===== src/rtl/assert_macros.svh =====
// ----------------------------------------------------------------------------
// Assertion macros
// Clocked assertion helpers for the RTL, disabled while in reset.
// ----------------------------------------------------------------------------
`ifndef ASSERT_MACROS_SVH
`define ASSERT_MACROS_SVH

// Condition holds at every clock edge out of reset.
`define ASSERT_ALWAYS(lbl, clk, rst_n, cond, msg) \
    lbl: assert property (@(posedge clk) disable iff (!rst_n) (cond)) else $error(msg);

// Antecedent at a clock edge implies consequent at the next edge.
`define ASSERT_NEXT(lbl, clk, rst_n, ante, cons, msg) \
    lbl: assert property (@(posedge clk) disable iff (!rst_n) (ante) |=> (cons)) else $error(msg);

`endif


===== src/rtl/jdbp_pkg.sv =====
// ----------------------------------------------------------------------------
// JUMBF description box parser package
// Region codes, item and result types, and the optional-region search.
// ----------------------------------------------------------------------------
package jdbp_pkg;

    typedef enum logic [3:0] {
        REG_LENGTH  = 4'd0,
        REG_TYPE    = 4'd1,
        REG_EXTLEN  = 4'd2,
        REG_UUID    = 4'd3,
        REG_TOGGLES = 4'd4,
        REG_LABEL   = 4'd5,
        REG_ID      = 4'd6,
        REG_HASH    = 4'd7,
        REG_PRIVATE = 4'd8,
        REG_IGNORED = 4'd9
    } t_region;

    localparam logic [31:0] EXP_TYPE_RESET = 32'h6A756D64;
    localparam logic [31:0] LEN_EXTENDED   = 32'd1;
    localparam logic [7:0]  LABEL_END      = 8'h00;

    typedef struct packed {
        logic [7:0] data_byte;
        logic       frame_start;
    } t_item;

    typedef struct packed {
        t_region     region;
        logic [15:0] offset;
        logic [7:0]  byte_out;
        logic [63:0] field_value;
        logic        value_done;
        logic [7:0]  toggles_out;
        logic [63:0] box_size;
        logic        type_error;
    } t_result;

    // First optional region after cur whose toggle bit is set.
    function automatic t_region next_present(t_region cur, logic [7:0] tog);
        t_region r;
        r = REG_IGNORED;
        for (int k = 8; k >= 5; k--) begin
            if (k > int'(cur) && tog[k-4]) begin
                r = t_region'(4'(k));
            end
        end
        return r;
    endfunction

endpackage


===== src/rtl/jdbp_ifs.sv =====
// ----------------------------------------------------------------------------
// JUMBF description box parser channels
// Valid/ready channels for input bytes, results and the type register.
// ----------------------------------------------------------------------------
interface jdbp_in_if;
    logic       valid;
    logic       ready;
    logic [7:0] data_byte;
    logic       frame_start;

    modport source (output valid, data_byte, frame_start, input ready);
    modport sink   (input valid, data_byte, frame_start, output ready);
endinterface

interface jdbp_out_if;
    logic        valid;
    logic        ready;
    logic [3:0]  region;
    logic [15:0] offset;
    logic [7:0]  byte_out;
    logic [63:0] field_value;
    logic        value_done;
    logic [7:0]  toggles_out;
    logic [63:0] box_size;
    logic        type_error;

    modport source (output valid, region, offset, byte_out, field_value, value_done,
                    toggles_out, box_size, type_error, input ready);
    modport sink   (input valid, region, offset, byte_out, field_value, value_done,
                    toggles_out, box_size, type_error, output ready);
endinterface

interface jdbp_cfg_if;
    logic        valid;
    logic        ready;
    logic [31:0] data;

    modport source (output valid, data, input ready);
    modport sink   (input valid, data, output ready);
endinterface


===== src/rtl/jdbp_parser.sv =====
// ----------------------------------------------------------------------------
// JUMBF description box parser core
// Region state registers and the combinational byte step.
// ----------------------------------------------------------------------------
module jdbp_parser #(
    parameter int HASH_BYTES  = 32,
    parameter int OFFSET_BITS = 16
) (
    input  logic             i_clk,
    input  logic             i_rst_n,
    input  logic             i_accept,
    input  jdbp_pkg::t_item  i_item,
    input  logic [31:0]      i_expected_type,
    output jdbp_pkg::t_result o_result
);
    import jdbp_pkg::*;

    localparam logic [OFFSET_BITS-1:0] HASH_LAST = OFFSET_BITS'(HASH_BYTES - 1);
    localparam logic [OFFSET_BITS-1:0] LAST_OF4  = OFFSET_BITS'(3);
    localparam logic [OFFSET_BITS-1:0] LAST_OF8  = OFFSET_BITS'(7);
    localparam logic [OFFSET_BITS-1:0] LAST_OF16 = OFFSET_BITS'(15);

    t_region                r_region,  n_region,  c_region,  nxt;
    logic [OFFSET_BITS-1:0] r_offset,  n_offset,  c_offset;
    logic [63:0]            r_acc,     n_acc,     c_acc,     shifted;
    logic [31:0]            r_length,  n_length,  c_length;
    logic [7:0]             r_toggles, n_toggles, c_toggles;
    logic [63:0]            r_size,    n_size,    c_size;
    logic                   r_error,   n_error,   c_error;
    logic                   done, adv;
    logic [OFFSET_BITS+15:0] off_ext;
    logic [7:0]             b;

    assign b       = i_item.data_byte;
    assign shifted = {c_acc[55:0], b};
    assign off_ext = {16'b0, c_offset};

    always_comb begin
        if (i_item.frame_start) begin
            c_region  = REG_LENGTH;
            c_offset  = '0;
            c_acc     = '0;
            c_length  = '0;
            c_toggles = '0;
            c_size    = '0;
            c_error   = 1'b0;
        end else begin
            c_region  = r_region;
            c_offset  = r_offset;
            c_acc     = r_acc;
            c_length  = r_length;
            c_toggles = r_toggles;
            c_size    = r_size;
            c_error   = r_error;
        end

        n_acc     = c_acc;
        n_length  = c_length;
        n_toggles = c_toggles;
        n_size    = c_size;
        n_error   = c_error;
        nxt       = c_region;
        done      = 1'b0;
        adv       = 1'b0;

        case (c_region)
            REG_LENGTH: begin
                n_acc = shifted;
                if (c_offset >= LAST_OF4) begin
                    done     = 1'b1;
                    adv      = 1'b1;
                    n_length = shifted[31:0];
                    n_size   = (shifted[31:0] == LEN_EXTENDED) ? 64'd0 : {32'b0, shifted[31:0]};
                    nxt      = REG_TYPE;
                end
            end
            REG_TYPE: begin
                n_acc = shifted;
                if (c_offset >= LAST_OF4) begin
                    done = 1'b1;
                    adv  = 1'b1;
                    if (shifted[31:0] != i_expected_type) begin
                        n_error = 1'b1;
                        nxt     = REG_IGNORED;
                    end else begin
                        nxt = (c_length == LEN_EXTENDED) ? REG_EXTLEN : REG_UUID;
                    end
                end
            end
            REG_EXTLEN: begin
                n_acc = shifted;
                if (c_offset >= LAST_OF8) begin
                    done   = 1'b1;
                    adv    = 1'b1;
                    n_size = shifted;
                    nxt    = REG_UUID;
                end
            end
            REG_UUID: begin
                if (c_offset >= LAST_OF16) begin
                    adv = 1'b1;
                    nxt = REG_TOGGLES;
                end
            end
            REG_TOGGLES: begin
                n_toggles = b;
                adv       = 1'b1;
                nxt       = next_present(REG_TOGGLES, b);
            end
            REG_LABEL: begin
                if (b == LABEL_END) begin
                    adv = 1'b1;
                    nxt = next_present(REG_LABEL, c_toggles);
                end
            end
            REG_ID: begin
                n_acc = shifted;
                if (c_offset >= LAST_OF4) begin
                    done = 1'b1;
                    adv  = 1'b1;
                    nxt  = next_present(REG_ID, c_toggles);
                end
            end
            REG_HASH: begin
                if (c_offset >= HASH_LAST) begin
                    adv = 1'b1;
                    nxt = next_present(REG_HASH, c_toggles);
                end
            end
            default: begin
            end
        endcase

        if (adv) begin
            n_region = nxt;
            n_offset = '0;
            n_acc    = '0;
        end else begin
            n_region = c_region;
            n_offset = (&c_offset) ? c_offset : c_offset + 1'b1;
        end

        o_result.region      = c_region;
        o_result.offset      = off_ext[15:0];
        o_result.byte_out    = b;
        o_result.field_value = done ? shifted : 64'd0;
        o_result.value_done  = done;
        o_result.toggles_out = n_toggles;
        o_result.box_size    = n_size;
        o_result.type_error  = n_error;
    end

    always_ff @(posedge i_clk) begin
        if (!i_rst_n) begin
            r_region  <= REG_LENGTH;
            r_offset  <= '0;
            r_acc     <= '0;
            r_length  <= '0;
            r_toggles <= '0;
            r_size    <= '0;
            r_error   <= 1'b0;
        end else if (i_accept) begin
            r_region  <= n_region;
            r_offset  <= n_offset;
            r_acc     <= n_acc;
            r_length  <= n_length;
            r_toggles <= n_toggles;
            r_size    <= n_size;
            r_error   <= n_error;
        end
    end

endmodule


===== src/rtl/jdbp_out_stage.sv =====
// ----------------------------------------------------------------------------
// JUMBF description box parser result register
// Holds one result item until the sink takes it.
// ----------------------------------------------------------------------------
module jdbp_out_stage (
    input  logic              i_clk,
    input  logic              i_rst_n,
    input  logic              i_load,
    input  jdbp_pkg::t_result i_result,
    input  logic              i_ready,
    output logic              o_valid,
    output logic              o_can_load,
    output jdbp_pkg::t_result o_result
);
    import jdbp_pkg::*;

    logic    r_valid;
    t_result r_result;

    assign o_can_load = !r_valid || i_ready;
    assign o_valid    = r_valid;
    assign o_result   = r_result;

    always_ff @(posedge i_clk) begin
        if (!i_rst_n) begin
            r_valid <= 1'b0;
        end else if (o_can_load) begin
            r_valid <= i_load;
        end
    end

    // payload: load on accept, hold otherwise
    always_ff @(posedge i_clk) begin
        if (i_load) begin
            r_result <= i_result;
        end
    end

endmodule


===== src/rtl/jumbf_description_box_parser_top.sv =====
// ----------------------------------------------------------------------------
// JUMBF description box parser
// Tags each byte of a description box with its region and offset.
//
//   channel  dir  payload                                     handshake
//   i_in     in   data_byte, frame_start                      valid/ready
//   o_res    out  region, offset, byte_out, field_value,      valid/ready
//                 value_done, toggles_out, box_size, type_error
//   i_cfg    in   data (expected box type)                    valid/ready
//
// One item per cycle while the sink takes results; each result appears in the cycle after its byte is taken.
// The result register follows the combinational region step.
// i_in.ready is low only while a held result is not taken by the sink.
// Synchronous active-low reset; expected type resets to 'jumd'.
// i_cfg is always ready.
// ----------------------------------------------------------------------------
`include "assert_macros.svh"

module jumbf_description_box_parser_top #(
    parameter int HASH_BYTES  = 32,
    parameter int OFFSET_BITS = 16
) (
    input  logic       i_clk,
    input  logic       i_rst_n,
    jdbp_in_if.sink    i_in,
    jdbp_out_if.source o_res,
    jdbp_cfg_if.sink   i_cfg
);
    import jdbp_pkg::*;

    logic [31:0] r_expected_type;
    t_item       item;
    t_result     step_result;
    t_result     held_result;
    logic        can_load;
    logic        accept;

    assign i_cfg.ready = 1'b1;

    always_ff @(posedge i_clk) begin
        if (!i_rst_n) begin
            r_expected_type <= EXP_TYPE_RESET;
        end else if (i_cfg.valid) begin
            r_expected_type <= i_cfg.data;
        end
    end

    assign item.data_byte   = i_in.data_byte;
    assign item.frame_start = i_in.frame_start;
    assign i_in.ready       = can_load;
    assign accept           = i_in.valid && can_load;

    jdbp_parser #(
        .HASH_BYTES  (HASH_BYTES),
        .OFFSET_BITS (OFFSET_BITS)
    ) u_parser (
        .i_clk           (i_clk),
        .i_rst_n         (i_rst_n),
        .i_accept        (accept),
        .i_item          (item),
        .i_expected_type (r_expected_type),
        .o_result        (step_result)
    );

    jdbp_out_stage u_out (
        .i_clk      (i_clk),
        .i_rst_n    (i_rst_n),
        .i_load     (accept),
        .i_result   (step_result),
        .i_ready    (o_res.ready),
        .o_valid    (o_res.valid),
        .o_can_load (can_load),
        .o_result   (held_result)
    );

    assign o_res.region      = held_result.region;
    assign o_res.offset      = held_result.offset;
    assign o_res.byte_out    = held_result.byte_out;
    assign o_res.field_value = held_result.field_value;
    assign o_res.value_done  = held_result.value_done;
    assign o_res.toggles_out = held_result.toggles_out;
    assign o_res.box_size    = held_result.box_size;
    assign o_res.type_error  = held_result.type_error;

    `ASSERT_NEXT(a_accept_gives_result, i_clk, i_rst_n, accept, o_res.valid, "accepted item gave no result")
    `ASSERT_ALWAYS(a_done_region, i_clk, i_rst_n, !(o_res.valid && o_res.value_done) || held_result.region == REG_LENGTH || held_result.region == REG_TYPE || held_result.region == REG_EXTLEN || held_result.region == REG_ID, "value done outside a numeric field")
    `ASSERT_ALWAYS(a_value_zero, i_clk, i_rst_n, !o_res.valid || o_res.value_done || o_res.field_value == 64'd0, "field value set without done")
    `ASSERT_ALWAYS(a_error_region, i_clk, i_rst_n, !(o_res.valid && o_res.type_error) || held_result.region == REG_TYPE || held_result.region == REG_IGNORED, "type error outside type or ignored region")

endmodule


===== src/flat_wrapper.sv =====
// flat-port wrapper written by rule: the top's interface ports become plain ports
module jumbf_description_box_parser_top_flat import jdbp_pkg::*;
#(
    parameter int HASH_BYTES  = 32,
    parameter int OFFSET_BITS = 16
)
  (i_clk, i_rst_n, i_in_valid, i_in_data_byte, i_in_frame_start, i_in_ready, o_res_valid, o_res_region, o_res_offset, o_res_byte_out, o_res_field_value, o_res_value_done, o_res_toggles_out, o_res_box_size, o_res_type_error, o_res_ready, i_cfg_valid, i_cfg_data, i_cfg_ready);
  jdbp_in_if i_in_i ();
  jdbp_out_if o_res_i ();
  jdbp_cfg_if i_cfg_i ();
  input  logic i_clk;
  input  logic i_rst_n;
  input wire logic [$bits(i_in_i.valid)-1:0] i_in_valid;
  input wire logic [$bits(i_in_i.data_byte)-1:0] i_in_data_byte;
  input wire logic [$bits(i_in_i.frame_start)-1:0] i_in_frame_start;
  output wire logic [$bits(i_in_i.ready)-1:0] i_in_ready;
  output wire logic [$bits(o_res_i.valid)-1:0] o_res_valid;
  output wire logic [$bits(o_res_i.region)-1:0] o_res_region;
  output wire logic [$bits(o_res_i.offset)-1:0] o_res_offset;
  output wire logic [$bits(o_res_i.byte_out)-1:0] o_res_byte_out;
  output wire logic [$bits(o_res_i.field_value)-1:0] o_res_field_value;
  output wire logic [$bits(o_res_i.value_done)-1:0] o_res_value_done;
  output wire logic [$bits(o_res_i.toggles_out)-1:0] o_res_toggles_out;
  output wire logic [$bits(o_res_i.box_size)-1:0] o_res_box_size;
  output wire logic [$bits(o_res_i.type_error)-1:0] o_res_type_error;
  input wire logic [$bits(o_res_i.ready)-1:0] o_res_ready;
  input wire logic [$bits(i_cfg_i.valid)-1:0] i_cfg_valid;
  input wire logic [$bits(i_cfg_i.data)-1:0] i_cfg_data;
  output wire logic [$bits(i_cfg_i.ready)-1:0] i_cfg_ready;
  assign i_in_i.valid = i_in_valid;
  assign i_in_i.data_byte = i_in_data_byte;
  assign i_in_i.frame_start = i_in_frame_start;
  assign i_in_ready = i_in_i.ready;
  assign o_res_valid = o_res_i.valid;
  assign o_res_region = o_res_i.region;
  assign o_res_offset = o_res_i.offset;
  assign o_res_byte_out = o_res_i.byte_out;
  assign o_res_field_value = o_res_i.field_value;
  assign o_res_value_done = o_res_i.value_done;
  assign o_res_toggles_out = o_res_i.toggles_out;
  assign o_res_box_size = o_res_i.box_size;
  assign o_res_type_error = o_res_i.type_error;
  assign o_res_i.ready = o_res_ready;
  assign i_cfg_i.valid = i_cfg_valid;
  assign i_cfg_i.data = i_cfg_data;
  assign i_cfg_ready = i_cfg_i.ready;
  jumbf_description_box_parser_top #(.HASH_BYTES(HASH_BYTES), .OFFSET_BITS(OFFSET_BITS)) u_core (.i_clk(i_clk), .i_rst_n(i_rst_n), .i_in(i_in_i), .o_res(o_res_i), .i_cfg(i_cfg_i));
endmodule

===== config.mk =====
export PLATFORM = sky130hd
export DESIGN_NAME = jumbf_description_box_parser_top_flat
export DESIGN_NICKNAME = d
export VERILOG_FILES = /design/src/rtl/jdbp_pkg.sv /design/src/rtl/jdbp_ifs.sv /design/src/rtl/jdbp_parser.sv /design/src/rtl/jdbp_out_stage.sv /design/src/rtl/jumbf_description_box_parser_top.sv /design/src/flat_wrapper.sv
export VERILOG_INCLUDE_DIRS = /design/src /design/src/rtl
export SDC_FILE = /design/constraint.sdc
export NUM_CORES = 1
export LEC_CHECK = 0
export BUFFER_PORTS_ARGS = -buffer_cell sky130_fd_sc_hd__clkbuf_2
export CAP_MARGIN = 20
export CORE_UTILIZATION = 35
export DETAILED_ROUTE_END_ITERATION = 7
export PLACE_DENSITY = 0.53
export SLEW_MARGIN = 10
export SYNTH_ARGS = -nofsm -noshare
export SYNTH_HDL_FRONTEND = slang
export SYNTH_SLANG_ARGS = --single-unit

===== constraint.sdc =====
create_clock -name i_clk -period 8.94 [get_ports i_clk]
set_input_delay 0.447 -clock i_clk [delete_from_list [all_inputs] [get_ports i_clk]]
set_output_delay 0.447 -clock i_clk [all_outputs]
set_load 0.02 [all_outputs]

* After elaboration in Yosys (flattened, before gate mapping)
Index checks and enable logic that the tools add are counted. W data, S select, Z words.
Storage, ports and cells: register bits 380, bits of input ports 46, output and inout port bits 169, word-level logic and storage cells 86
Operators by class: add/subtract/negate cells 1, magnitude comparators 4, eq/ne operators 10, muxes and demuxes 46, reductions and logical operators 8
Operator list (count):
- $mux W64 | 3
- $mux W56 | 3
- $mux W32 | 4
- $pmux W64 S2 | 1
- $eq A32 B1 Y1 const B | 2
- $mux W4 | 15
- $mux W16 | 3
- $ne A32 B32 Y1 | 1
- $pmux W4 S8 | 1
- $add A16 B1 Y16 const B | 1
- $eq A4 B3 Y1 const B | 4
- $ge A16 B2 Y1 const B | 1
- $ge A16 B3 Y1 const B | 1
- $ge A16 B4 Y1 const B | 1
- $ge A16 B5 Y1 const B | 1
- $mux W8 | 2
- $reduce_and A16 Y1 | 1
- $mux W1 | 12
- $eq A4 B2 Y1 const B | 2
- $logic_not A8 Y1 | 1
- $pmux W1 S6 | 1
- $eq A4 B1 Y1 const B | 1
- $logic_not A4 Y1 | 1
- $reduce_or A4 Y1 | 1
- 5 further kinds | 5

* Longest topological paths before layout
Gate-level depths: netlist of the first run.
depth in word-level cells 7, mapped depth 18, mapped depth without buffers 8

* By module
From an unflattened synthesis of the first run, not the netlist that was laid out.
Second synthesis, totals: cells, all modules 1341, area total of the unflattened synthesis 15447.3 um^2
Modules (own cells, without submodules):
- jdbp_parser | instances 1, cells an instance 1065, area each 9203.8 um^2, sequential area each 3623.5 um^2
- jdbp_out_stage | instances 1, cells an instance 170, area each 5033.6 um^2, sequential area each 5004.8 um^2
- jumbf_description_box_parser_top | instances 1, cells an instance 106, area each 1209.9 um^2, sequential area each 640.6 um^2

* Worst setup path after synthesis of the first run
Ideal clock, no wire load.
kind input -> register, start input port o_res_ready, end register u_core.u_parser.r_region[2], library setup time 0.096 ns, arrival 6.699 ns, required time 8.844 ns, setup slack 2.145 ns, stages on the path 7, buffers on the path 2, cell sequence nand2b_1 nand2_1 inv_1 clkbuf_1 clkbuf_1 o2111ai_1 o21ai_1
Between the ends: cells in the longest elaborated chain, start to end 2
RTL lines:
- start, declared | RTL line flat_wrapper.sv:26 | input wire logic [$bits(o_res_i.ready)-1:0] o_res_ready;
- $logic_or A1 B1 Y1 | RTL line jdbp_out_stage.sv:20 | assign o_can_load = !r_valid || i_ready;
- $logic_and A1 B1 Y1 | RTL line jumbf_description_box_parser_top.sv:51 | assign accept = i_in.valid && can_load;
- net u_core.accept | RTL line jumbf_description_box_parser_top.sv:36 | logic accept;
- end signal, assigned | RTL line jdbp_parser.sv:163 | r_region <= n_region;
- end, declared | RTL line jdbp_parser.sv:23 | t_region r_region, n_region, c_region, nxt;
The timed path passes the listed nets, and every way through them passes these cells. A chain may end at the register's enable or synchronous reset.

==> flow_summary.ini, run 1 <==
[outcome]
status = finished, final reports clean

[clock_tree]
root_buffer = clkbuf_16
clkTransAtPathRegs_ns = 0.06
cts_tree = yes
clkLatencyLatePin_ns = 0.56
cts_buffers = 42
h-tree-depth = 2
clock_path_buffers = 3
cts_resized = 0
cts_hold_buf = 0
cts_sinks = 380
cts_setup_buffers = 0

[place]
pre_cts_ws_ns = 4.03
port_buffers = 213
postPlaceCellArea_um2 = 17600
routabilityCongestion = 0.837
dp.final_hpwl_um = 30000

[timing]
maxSlewHeadroom = 0.320
timing.final.max_slew_violations = 0
tightest_slew_ns = 1.02
fin_worst_skew_ns = 0.0213
post-route-period-util = 0.488
fin_tns_setup_ns = 0
hold_viol = 0
layout_setup_ws_ns = 4.58
rsz0062_at_grt = no
finalSetupViolations = 0
fmax_mhz = 229
finalCriticalPeriod_ns = 4.36
hold_ws_ns = 0.102

[worst_setup_path]
r2r-start = u_core.u_parser.r_offset[1]$_SDFFE_PN0P_
cp_cell_sequence = buf_4, nor2b_1, ha_1, and2_1, o41a_1, o211ai_2, nand4_2, nor3_4, a32o_1
crit_arrival_ns = 4.85
cpMaxStageDelayCell = nor3_4
end_kind = register
cp_max_fo = 49
crit_type = in2reg
required_ns = 9.43
rr_worst_depth = 8
rrSetupSlack_ns = 4.61
r2r-end = u_core.u_parser.r_acc[12]$_SDFFE_PN0P_
cp-start-kind = input pin
setup.worst_path.start = i_in_frame_start
worst_path_largest_cell_delay_ns = 1.04

[finish]
drive_above_1_share = 0.198
finalInstanceArea_um2 = 19100
num_antenna_cells = 0
layout.nets = 1695
syn2layout_area_growth_pct = 18.2

[synth]
synth-edff-count = 166
synth_top_area_cell = edfxtp_1
yosys_register_bits = 380
ys_seq_area_frac = 0.575
yosysMostFrequentCell = dfxtp_1
ys_async_sr_fraction = 0
synth_cells = 1490
ys_warn_count = 0
synth_cell_type_count = 84
avgSynthCellArea_um2 = 10.8
yosys-top-cells-count = 214 x dfxtp_1, 167 x nand2_1, 166 x edfxtp_1, 96 x a22o_1, 96 x o21ai_0
syn-cell-area_um2 = 16100
synth_fp_nets = 1537
yosys_most_used_dff = dfxtp_1
synth_top_area_share = 0.309
yosys-top-cells-area = edfxtp_1 31%, dfxtp_1 27%, a22o_1 5.2%

[detailed_routing]
drc = 0
vias = 12200
highest_layer = met4
final_antenna_net_count = 0
drtIter0Drc = 876
first_pass_iters = 5
routed_wl_um = 46800
wl_met3_um = 2350
wl_per_cell_um = 20.5
dr_wl_met2_um = 21800
viasPerCell = 5.35
wl_met1_um = 21500

[die]
core_um2 = 45400
die_w_um = 217
die_h_um = 217
dieArea_um2 = 47000
io_pins = 215
row_count = 78
start_util = 0.355

[min_path]
hold_class = in2reg
hold_depth = 3
hp-start = i_cfg_data[20]
holdPathEnd = u_core.r_expected_type[20]$_SDFFE_PN1P_

[global_route]
antenna_found_initial = 2
grt_pass1_vias = 11600
grt_pass1_wl_um = 71300
grt_max_degree = 112
grt_overflow = 0
grt_usage = 0.197

[run]
maxCapViolCount = 0

[pwr]
ir_drop_uv = 111
leakage_nw = 7.27
pwr_density_cell_nw_per_um2 = 215
==> cell type report <==
cell class,count,area (um^2)
Tap cell,600,751
Fill cell,4388,26300
Sequential cell,380,9270
Multi-Input combinational cell,978,6280
Timing Repair Buffer,233,1230
Clock buffer,56,1200
Inverter,13,56.3
Clock inverter,21,273
==> kinds of logic after synthesis <==
logic type	share of synthesized area
AOI/OAI and AO/OA	0.190
DFF	0.575
xor gates and xnor gates	0.0125
and+or+nand+nor	0.164
adders and majority gates	0.000776
buffers and inverters	0.0369
muxes	0.0213
other	0.000232
==> stage by stage <==
step            util  cells  power (mW)
6_report       0.420   2281        4.10
5_1_grt        0.420   2281        4.24
4_1_cts        0.420   2280        4.15
3_5_place_dp   0.387   2203        2.29
3_3_place_gp   0.387   2203        2.29
2_1_floorplan      -   1490        2.18
==> per-layer routing <==
layer / global-route usage / up-vias
met5: 0 / -
met4: 0.0587 / 0
met3: 0.0321 / 79
met2: 0.312 / 341
met1: 0.275 / 5983
li1: - / 5796
==> state kept, by name, summed over array words and instances, names as in the netlist <==
name	cells
u_core.u_parser.r_error	1
u_core.u_parser.r_toggles	8
u_core.u_parser.r_offset	16
u_core.u_parser.r_acc	56
u_core.u_out.o_result	166
u_core.u_parser.r_size	64
u_core.r_expected_type	32
u_core.u_parser.r_region	4
u_core.u_out.o_valid	1
u_core.u_parser.r_length	32
==> worst max-delay path, delay by kind of cell <==
kind,cells,cell delay (ns)
adders and majority gates,1,0.33
and+or+nand+nor,4,2.15
buffers and inverters,1,0.43
AOI/OAI and AO/OA,3,1.43
==> where the power goes <==
part / leakage [nW] / internal, mW / switching [mW]
Combinational: 3.13 / 0.0974 / 0.236
Sequential: 3.42 / 1.88 / 0.0406
Clock: 0.723 / 1.12 / 0.721
Total: 7.27 / 3.10 / 0.998
==> how the worst max path moves through the flow <==
stage / endpoint / depth (start not counted) / slack (ns)
final: u_core.u_parser.r_acc[12]$_SDFFE_PN0P_ / 9 / 4.58
after global routing: u_core.u_parser.r_acc[28]$_SDFFE_PN0P_ / 9 / 4.21
after CTS: u_core.u_parser.r_acc[12]$_SDFFE_PN0P_ / 8 / 4.59
after detailed placement: u_core.u_parser.r_acc[28]$_SDFFE_PN0P_ / 9 / 4.03
after global placement: u_core.u_parser.r_acc[29]$_SDFFE_PN0P_ / 9 / 4.12
after floorplan: u_core.u_parser.r_region[2]$_SDFFE_PN0P_ / 7 / 2.14
==> cells in the final DEF, fill, tap and decap left out, types with 13 or more instances in the layout <==
cell,Yosys,final
and2_1,51,50
o22ai_1,13,13
a32o_1,29,29
a22o_1,96,96
o21ai_0,96,96
nor2b_1,65,65
dfxtp_1,214,214
clkbuf_2,0,211
nand3_1,32,32
mux2i_1,32,32
edfxtp_1,166,166
nand2_1,167,166
o21ba_1,32,32
nand4_1,16,16
nor2_1,84,82
a21oi_1,71,71
clkbuf_16,0,44
buf_4,6,20
No activity file was read; power rests on OpenSTA's default activity.
==> run 2: changes to the inputs <==
==> constraint.sdc (replaced) <==
create_clock -name i_clk -period 4.35 [get_ports i_clk]
set_input_delay 0.2175 -clock i_clk [delete_from_list [all_inputs] [get_ports i_clk]]
set_output_delay 0.2175 -clock i_clk [all_outputs]
set_load 0.02 [all_outputs]
==> flow_summary.ini, run 2 (synthesis results as in run 1) <==
[min_path]
holdPathEnd = u_core.u_out.o_valid$_SDFFE_PN0N_
hp-start = o_res_ready
hold_depth = 3
hold_class = in2reg

[detailed_routing]
viasPerCell = 5.37
drtIter0Drc = 941
drc = 0
routed_wl_um = 47900
final_antenna_net_count = 0
first_pass_iters = 5
wl_per_cell_um = 20.6
vias = 12500

[clock_tree]
h-tree-depth = 2
cts_resized = 0
cts_buffers = 43
clkTransAtPathRegs_ns = 0.06
root_buffer = clkbuf_16
cts_tree = yes
clock_path_buffers = 3
cts_sinks = 380
clkLatencyLatePin_ns = 0.58

[finish]
syn2layout_area_growth_pct = 21.1
largest_reg_flops = 166
final_cell_mix = 214 x dfxtp_1, 211 x clkbuf_2, 166 x nand2_1, 166 x edfxtp_1
drive_above_1_share = 0.199
layout.nets = 1738
fillerInstances = 4341
num_antenna_cells = 0
layout_commonest_cell = dfxtp_1

[worst_setup_path]
end_kind = register
required_ns = 4.85
rr_worst_depth = 9
cp_cell_sequence = dlygate4sd3_1, buf_4, buf_4, or4b_1, nor2_2, buf_4, a21oi_1, and4_1, buf_4, a41oi_1, a31oi_1
crit_arrival_ns = 3.77
cp_num_buf_inv = 5
crit_type = in2reg
rrSetupSlack_ns = 1.12
cpMaxStageDelayCell = and4_1
cp-start-kind = input pin
worst_path_largest_cell_delay_ns = 0.62
r2r-end = u_core.u_parser.r_acc[15]$_SDFFE_PN0P_
cp_top_family = buffers and inverters
r2r-start = u_core.u_parser.r_offset[1]$_SDFFE_PN0P_
critPathMostFrequentCell = buf_4
cp_max_fo = 61

[place]
routabilityCongestion = 0.855
dp.final_hpwl_um = 30300
port_buffers = 213

[timing]
fin_tns_setup_ns = 0
tightest_slew_ns = 0.981
fmax_mhz = 305
post-route-period-util = 0.754
timing.final.max_slew_violations = 0
maxSlewHeadroom = 0.346
fin_worst_skew_ns = 0.0213
rsz0062_at_grt = no
finalCriticalPeriod_ns = 3.28
hold_ws_ns = 0.0398
hold_viol = 0
finalSetupViolations = 0

[die]
io_pins = 215
core_um2 = 45400
dieArea_um2 = 47000
die_h_um = 217
die_w_um = 217
start_util = 0.355
row_count = 78

[global_route]
groute.layer.met1.usage = 0.274
grt_pass1_wl_um = 73000
grt_pass1_vias = 11900
grt_overflow = 0
grt_usage = 0.202
grt_use_met3 = 0.0320
grt-busiest-layer = met2
grt_max_degree = 145
antenna_found_initial = 1
globalRouteMet2Util = 0.324

[pwr]
pwr_density_cell_nw_per_um2 = 438
ir_drop_uv = 265
leakage_nw = 7.48

[outcome]
status = finished, final reports clean

[run]
maxCapViolCount = 0
run 2: cell count changes in the layout (fill, tap and decap cells not counted), sizes merged:
cell,delta
dlygate4sd3,+35
buf,+7
clkbuf,+4
bufinv,-2
clkinv,-1
inv,+1
run 2: how the worst max path moves through the flow:
stage	from	end	slack [ns]	cells after the start
finish	i_in_frame_start	u_core.u_parser.r_offset[7]$_SDFFE_PN0P_	1.07	11
global route	i_in_frame_start	u_core.u_parser.r_offset[2]$_SDFFE_PN0P_	0.86	11
CTS	u_core.u_parser.r_offset[0]$_SDFFE_PN0P_	u_core.u_parser.r_acc[28]$_SDFFE_PN0P_	1.10	9
detailed placement	i_in_frame_start	u_core.u_parser.r_offset[12]$_SDFFE_PN0P_	1.11	10
global placement	i_in_frame_start	u_core.u_parser.r_offset[12]$_SDFFE_PN0P_	1.14	10
floorplan	u_core.u_out.o_valid$_SDFFE_PN0N_	u_core.u_parser.r_region[2]$_SDFFE_PN0P_	0.31	7
run 2: final cells by class:
type                            instances  area, um^2  area share
Sequential cell                       380        9270       0.474
Multi-Input combinational cell        978        6290       0.322
Timing Repair Buffer                  275        1650      0.0844
Clock buffer                           60        1300      0.0663
Tap cell                              600         751      0.0384
Clock inverter                         19         230      0.0118
Inverter                               13        56.3     0.00288
run 2: worst reg2reg max path: stages, from the launching register on:
cell	delay, ns
dfxtp_1	0.32
nor2b_1	0.15
ha_1	0.32
and2_1	0.26
o41a_1	0.42
o211ai_2	0.24
buf_4	0.29
nand4_2	0.17
o21ai_4	0.73
a32o_1	0.29
run 2: metrics by stage:
| step | utilization | std cells | worst slack (ns) | total power, mW | area (um^2) |
|---|---|---|---|---|---|
| 2_1_floorplan | - | 1490 | 0.315 | 4.47 | 16100 |
| 3_3_place_gp | 0.389 | 2211 | 1.14 | 4.72 | 17700 |
| 3_5_place_dp | 0.389 | 2211 | 1.11 | 4.73 | 17700 |
| 4_1_cts | 0.431 | 2325 | 1.10 | 8.65 | 19500 |
| 5_1_grt | 0.431 | 2325 | 0.864 | 8.85 | 19500 |
| 6_report | 0.431 | 2325 | 1.07 | 8.55 | 19500 |
run 2: routing by layer:
metal / share of wire / vias up / wire length, um
li1: - / 5885 / -
met1: 0.45 / 6131 / 21800
met2: 0.46 / 380 / 22300
met3: 0.050 / 83 / 2390
met4: 0.032 / 2 / 1510
met5: 0.00027 / - / 13
run 2: repair_timing:
action | 4_1_cts | 5_1_grt
buffers inserted | 0 | 0
hold buffers | 35 | 0
endpoints found under the hold margin | 38 | 0
run 2: where the power goes:
group          internal, mW  total, mW  switching [mW]
clock network          2.34       3.88            1.54
registers              3.86       3.95          0.0832
logic                 0.227      0.726           0.499
